File: config.mk
export PLATFORM = sky130hd
export DESIGN_NAME = embm_cosine
export DESIGN_NICKNAME = d
export VERILOG_FILES = /design/src/hdl/embm_pkg.sv /design/src/hdl/embm_cosine.sv
export VERILOG_INCLUDE_DIRS = /design/src /design/src/hdl
export SDC_FILE = /design/constraint.sdc
export NUM_CORES = 2
export LEC_CHECK = 0
export ABC_CLOCK_PERIOD_IN_PS = 20700
export BUFFER_PORTS_ARGS = -buffer_cell sky130_fd_sc_hd__buf_2
export CAP_MARGIN = 20
export CORE_MARGIN = 5
export CORE_UTILIZATION = 50
export DETAILED_ROUTE_END_ITERATION = 6
export PLACE_DENSITY_LB_ADDON = 0.05
export RECOVER_POWER = 25
export SETUP_SLACK_MARGIN = 0.1
export SLEW_MARGIN = 0
export SYNTH_ARGS = -nofsm -noshare
export SYNTH_HDL_FRONTEND = slang
export SYNTH_SLANG_ARGS = --single-unit
File: constraint.sdc
create_clock -name aclk -period 20.7 [get_ports aclk]
set_input_delay 1.035 -clock aclk [delete_from_list [all_inputs] [get_ports aclk]]
set_output_delay 1.035 -clock aclk [all_outputs]
set_load 0.05 [all_outputs]
File: src/hdl/assert_macros.svh
// assertion macros shared by the rtl files
`ifndef ASSERT_MACROS_SVH
`define ASSERT_MACROS_SVH

// same-cycle implication, checked on the rising edge of aclk outside reset
`define ASSERT_IMPL(label, ante, cons) \
    label: assert property (@(posedge aclk) disable iff (!aresetn) (ante) |-> (cons)) \
        else $error("same-cycle check failed");

// next-cycle implication, checked on the rising edge of aclk outside reset
`define ASSERT_NEXT(label, ante, cons) \
    label: assert property (@(posedge aclk) disable iff (!aresetn) (ante) |=> (cons)) \
        else $error("next-cycle check failed");

`endif

File: src/hdl/embm_pkg.sv
// shared constants and types of the embedding best match block
`default_nettype none

package embm_pkg;

    localparam int ELEM_W    = 16;
    localparam int ID_W      = 16;
    localparam int SIM_W     = 16;
    localparam int THR_W     = 15;
    localparam int ACC_W     = 48;
    localparam int S_TDATA_W = 48;
    localparam int S_TUSER_W = 2;
    localparam int M_TDATA_W = 64;

    localparam logic [THR_W-1:0] THR_RESET = 15'd19661;
    localparam logic [SIM_W-1:0] SIM_MAX   = 16'h7FFF;

    // bit positions inside s_tuser
    localparam int TUSER_ABSENT   = 0;
    localparam int TUSER_LAST_REC = 1;

    typedef struct packed {
        logic             start;
        logic [ACC_W-1:0] dot_mag;
        logic [ACC_W-1:0] qq;
        logic [ACC_W-1:0] rr;
    } cos_req_t;

    typedef struct packed {
        logic             done;
        logic [SIM_W-1:0] ratio;
    } cos_rsp_t;

endpackage

`default_nettype wire

File: src/hdl/embm_cosine.sv
// iterative cosine ratio unit: shared 24x24 multiplier and one 128-bit adder
`default_nettype none
`include "assert_macros.svh"

module embm_cosine (
    input  logic               aclk,
    input  logic               aresetn,
    input  embm_pkg::cos_req_t req,
    output embm_pkg::cos_rsp_t rsp
);
    import embm_pkg::*;

    localparam int HALF_W = ACC_W / 2;
    localparam int WIDE_W = 128;
    localparam int PROD_W = 2 * ACC_W;
    localparam int T_W    = PROD_W + SIM_W;
    localparam int PP_LAST = 8;

    typedef enum logic [2:0] {C_IDLE, C_PP, C_SA, C_SB, C_SC} cstate_t;

    cstate_t            state_reg;
    logic [3:0]         pp_cnt_reg;
    logic [1:0]         sh_reg;
    logic [3:0]         bit_reg;
    logic [ACC_W-1:0]   d_reg, q_reg, r_reg;
    logic [ACC_W-1:0]   prod_reg;
    logic [WIDE_W-1:0]  w_acc_reg, n_reg, s_reg, x_reg;
    logic [PROD_W-1:0]  p_reg;
    logic [T_W-1:0]     t_reg;
    logic [SIM_W-1:0]   k_reg;
    logic               done_reg;

    logic [2:0]         pp_idx;
    logic [ACC_W-1:0]   op_a, op_b;
    logic [HALF_W-1:0]  half_a, half_b;
    logic [ACC_W-1:0]   mul_res;
    logic [WIDE_W-1:0]  add_a, add_b, sum;
    logic               fits;

    assign pp_idx = pp_cnt_reg[2:0];

    // partial products: d*d for the first four, qq*rr for the next four
    always_comb begin
        op_a    = pp_idx[2] ? q_reg : d_reg;
        op_b    = pp_idx[2] ? r_reg : d_reg;
        half_a  = pp_idx[1] ? op_a[ACC_W-1:HALF_W] : op_a[HALF_W-1:0];
        half_b  = pp_idx[0] ? op_b[ACC_W-1:HALF_W] : op_b[HALF_W-1:0];
        mul_res = half_a * half_b;
    end

    always_comb begin
        add_a = '0;
        add_b = '0;
        unique case (state_reg)
            C_PP: begin
                add_a = w_acc_reg;
                case (sh_reg)
                    2'd0:    add_b = {{(WIDE_W-ACC_W){1'b0}}, prod_reg};
                    2'd1:    add_b = {{(WIDE_W-ACC_W-HALF_W){1'b0}}, prod_reg,
                                      {HALF_W{1'b0}}};
                    2'd2:    add_b = {{(WIDE_W-2*ACC_W){1'b0}}, prod_reg, {ACC_W{1'b0}}};
                    default: add_b = '0;
                endcase
            end
            C_SA: begin
                add_a = s_reg;
                add_b = {{(WIDE_W-PROD_W){1'b0}}, p_reg} << {bit_reg, 1'b0};
            end
            C_SB: begin
                add_a = x_reg;
                add_b = {{(WIDE_W-T_W){1'b0}}, t_reg} << ({1'b0, bit_reg} + 5'd1);
            end
            C_SC: begin
                add_a = {{(WIDE_W-T_W){1'b0}}, t_reg};
                add_b = {{(WIDE_W-PROD_W){1'b0}}, p_reg} << bit_reg;
            end
            default: begin
                add_a = '0;
                add_b = '0;
            end
        endcase
        sum  = add_a + add_b;
        // trial (k | bit)^2 * qq * rr against dot^2 << 30, ratio capped at one
        fits = (sum <= n_reg) && !k_reg[SIM_W-1];
    end

    always_ff @(posedge aclk) begin
        if (!aresetn) begin
            state_reg  <= C_IDLE;
            pp_cnt_reg <= '0;
            bit_reg    <= '0;
            k_reg      <= '0;
            done_reg   <= 1'b0;
        end else begin
            done_reg <= 1'b0;
            unique case (state_reg)
                C_IDLE: begin
                    if (req.start) begin
                        d_reg      <= req.dot_mag;
                        q_reg      <= req.qq;
                        r_reg      <= req.rr;
                        w_acc_reg  <= '0;
                        pp_cnt_reg <= '0;
                        state_reg  <= C_PP;
                    end
                end
                C_PP: begin
                    if (pp_cnt_reg < 4'(PP_LAST)) begin
                        prod_reg <= mul_res;
                        sh_reg   <= {1'b0, pp_idx[1]} + {1'b0, pp_idx[0]};
                    end
                    if (pp_cnt_reg == 4'(PP_LAST / 2)) begin
                        n_reg     <= {sum[WIDE_W-31:0], 30'd0};
                        w_acc_reg <= '0;
                    end else if (pp_cnt_reg == 4'(PP_LAST)) begin
                        p_reg     <= sum[PROD_W-1:0];
                        s_reg     <= '0;
                        t_reg     <= '0;
                        k_reg     <= '0;
                        bit_reg   <= 4'(SIM_W - 1);
                        state_reg <= C_SA;
                    end else if (pp_cnt_reg != 4'd0) begin
                        w_acc_reg <= sum;
                    end
                    pp_cnt_reg <= pp_cnt_reg + 4'd1;
                end
                C_SA: begin
                    x_reg     <= sum;
                    state_reg <= C_SB;
                end
                C_SB: begin
                    if (fits) begin
                        s_reg          <= sum;
                        k_reg[bit_reg] <= 1'b1;
                        state_reg      <= C_SC;
                    end else if (bit_reg == 4'd0) begin
                        done_reg  <= 1'b1;
                        state_reg <= C_IDLE;
                    end else begin
                        bit_reg   <= bit_reg - 4'd1;
                        state_reg <= C_SA;
                    end
                end
                C_SC: begin
                    t_reg <= sum[T_W-1:0];
                    if (bit_reg == 4'd0) begin
                        done_reg  <= 1'b1;
                        state_reg <= C_IDLE;
                    end else begin
                        bit_reg   <= bit_reg - 4'd1;
                        state_reg <= C_SA;
                    end
                end
                default: state_reg <= C_IDLE;
            endcase
        end
    end

    assign rsp.done  = done_reg;
    assign rsp.ratio = k_reg;

    `ASSERT_IMPL(a_start_when_idle, req.start, state_reg == C_IDLE)
    `ASSERT_IMPL(a_ratio_capped, 1'b1, k_reg <= 16'h8000)
    `ASSERT_NEXT(a_done_single, done_reg, !done_reg && state_reg == C_IDLE)

endmodule

`default_nettype wire

==> flow_metrics.tcl <==
set metrics [dict create \
    drtAntennaViolNets 1 \
    timing.rr.start "state_reg[1]" \
    max_stage_delay_ns 0.99 \
    critical_path_class "reg2reg" \
    min-delay-start "req[134]" \
    final.setup.tns_ns 0 \
    cp-end-kind "flop" \
    cts_setup_buffers 0 \
    avgSynthCellArea_um2 9.94 \
    syn2layout_area_growth_pct 7.86 \
    synthDistinctLibCells 86 \
    max_freq_mhz 64.8 \
    die-area_mm2 0.160 \
    grt_max_degree 108 \
    grt_use_total_pct 36.0 \
    hold_buffers 0 \
    status "complete, but fails checks" \
    avgRoutedWirePerCell_um 30.0 \
    skew_ns 0.0789 \
    total_power_uw 14500 \
    synthFlopType "edfxtp_1" \
    final_cell_mix "edfxtp_1 (884), nand2_1 (882), inv_1 (800)" \
    n_fill_cell 13800 \
    holdCritPathClass "in2reg" \
    clkPwrFrac_pct 12.5 \
    crit_path_start "state_reg[1]" \
    ioPinCount 164 \
    num_rows 143 \
    synth_fa_ha_area_share_pct 19.4 \
    async_flop_share_pct 0 \
    drt-vias-per-instance 6.34 \
    drive_gt1_share_pct 8.13 \
    crit_top_cell "buf_4" \
    grt_pass1_vias 60100 \
    p_sw_uw 6700 \
    violations "antenna violations, design-rule violations, max-capacitance violations, max-slew violations" \
    p_per_area_mw_per_mm2 177 \
    firstDrtPassIters 7 \
    final-setup-viol-count 0 \
    dp_cells 9441 \
    stdcell_count 9652 \
    worst_pin_slew_ns 3.87 \
    hold_viol_final 0 \
    synth_warnings 0 \
    syn_area_mm2 0.0758 \
    rsz0062_at_grt "no" \
    crit_arrival_ns 15.75 \
    layout_commonest_cell "edfxtp_1" \
    drc 15 \
    combPwrFrac_pct 67.7 \
    core_mm2 0.151 \
    fin_crit_ns 15.44 \
    grt_pass1_wl_um 419000 \
    cts.sinks 912 \
    initial_core_util_pct 50.1 \
    leakagePower_uw 0.0347 \
    num_vias 61200 \
    die_w_um 399 \
    htreeDepth 3 \
    drt_iter0_drc 7153 \
    swShare_pct 46.2 \
    pwr-share-seq_pct 19.7 \
    cts_max_path_buffers 3 \
    hpwl_um 227000 \
    synth_edf_count 884 \
    drv_slew 319 \
    p_int_uw 7810 \
    port_buffers 163 \
    yosys.area_share.simple_pct 12.7 \
    crit_required_ns 21.01 \
    clock_latency_ns 0.76 \
    final_nets 8553 \
    synth-compound-area-share_pct 13.7 \
    wirelength_um 290000 \
    clockRootBuffer "clkbuf_16" \
    post-route-period-util_pct 74.6 \
    synthXorXnorAreaFrac_pct 1.90 \
    grt_antenna_before_repair 34 \
    clk_pin_slew_ns 0.06 \
    syn_nets 8665 \
    seq_area_frac_synth_pct 35.7 \
    synth_top_family_by_area "adder cells" \
    muxShareOfSynthArea_pct 10.1 \
    die_h_um 399 \
    slew_headroom_pct -158 \
    grt-ovfl-total 0 \
    ir_drop_uv 353 \
    maxCapViolCount 7 \
    cts_resized 0 \
    ys_seq_elements 912 \
    slowest_stage "nor4_1" \
    cts_tree "built" \
    setup.worst_path.start_class "flop" \
    critPathMaxFanout 51 \
    place.gp.congestion 1.07 \
    syn_inst 7630 \
    cts_buffers 101 \
]
==> logic make-up (layout without fill, tap and decap cells) <==
kind of cell             Yosys count  after routing
AO/OA/AOI/OAI                   1557           1557
XOR/XNOR                         164            164
adder cells (fa/ha/maj)          888            888
buffers and inverters           1296           1272
flip-flops                       912            912
multiplexers                     612            612
other                              0             16
AND/OR/NAND/NOR                 2201           2201
==> worst paths after layout <==
check	endpoint	slack, ns	cells past startpoint
worst min-delay path	d_reg[38]	0.46	1
worst min register to register	k_reg[5]	0.46	2
worst max-delay path	s_reg[67]	5.26	40
worst max register to register	s_reg[67]	5.26	40
==> worst max-delay path, delay by kind of cell, from the launching register on <==
kind | cells | cell delay, ns
simple gates | 15 | 5.13
compound gates | 11 | 3.81
buf+inv | 7 | 3.24
mux | 4 | 1.09
fa+ha+maj | 2 | 0.83
xor+xnor | 1 | 0.32
flops | 1 | 0.31
==> power by group through the flow <==
stage | combinational [µW] | clock [µW] | sequential (µW)
after floorplan | 7280 | 0 | 2730
after global placement | 9640 | 0 | 2870
after detailed placement | 9770 | 0 | 2870
after CTS | 9860 | 1850 | 2830
after global routing | 11000 | 1920 | 2840
final | 9830 | 1820 | 2860
==> metrics by stage <==
stage / utilization [%] / hold slack [ns] / worst slack, ns / instance area (µm²)
floorplan: - / 0.543 / 5.37 / 75800
global placement: 51.8 / 0.444 / 5.88 / 78400
detailed placement: 51.8 / 0.450 / 5.85 / 78500
CTS: 54.0 / 0.405 / 5.74 / 81800
global route: 54.0 / 0.423 / 4.62 / 81700
finish: 54.0 / 0.455 / 5.26 / 81800
==> cell usage after synthesis (135+ instances only) <==
| master | count | share of area (%) |
|---|---|---|
| a21o_1 | 160 | 1.6 |
| nor2b_1 | 135 | 1.1 |
| a22oi_1 | 258 | 2.6 |
| edfxtp_1 | 884 | 35 |
| mux2i_1 | 460 | 6.1 |
| nand2_1 | 885 | 4.4 |
| a21oi_1 | 381 | 2.5 |
| inv_1 | 800 | 4.0 |
| fa_1 | 483 | 13 |
| clkbuf_1 | 432 | 2.1 |
| ha_1 | 405 | 6.7 |
| nor2_1 | 726 | 3.6 |
| o21ai_0 | 196 | 1.3 |
==> final cells by class <==
type	count	area, µm²	area share [%]
Tap cell	2030	2540	3.11
Inverter	801	3010	3.68
Multi-Input combinational cell	5422	44100	53.9
Sequential cell	912	27100	33.2
Clock inverter	63	669	0.818
Antenna cell	16	40.0	0.0490
Timing Repair Buffer	280	1630	1.99
Clock buffer	128	2670	3.26
==> routing by layer <==
layer	up-vias	track usage, %	part of all wire, %
met1	30900	48.2	40
met4	14	17.5	6.0
li1	26700	-	-
met2	2998	56.6	45
met5	-	0	0.032
met3	633	6.64	8.7
(Power assumes the default switching activity.)
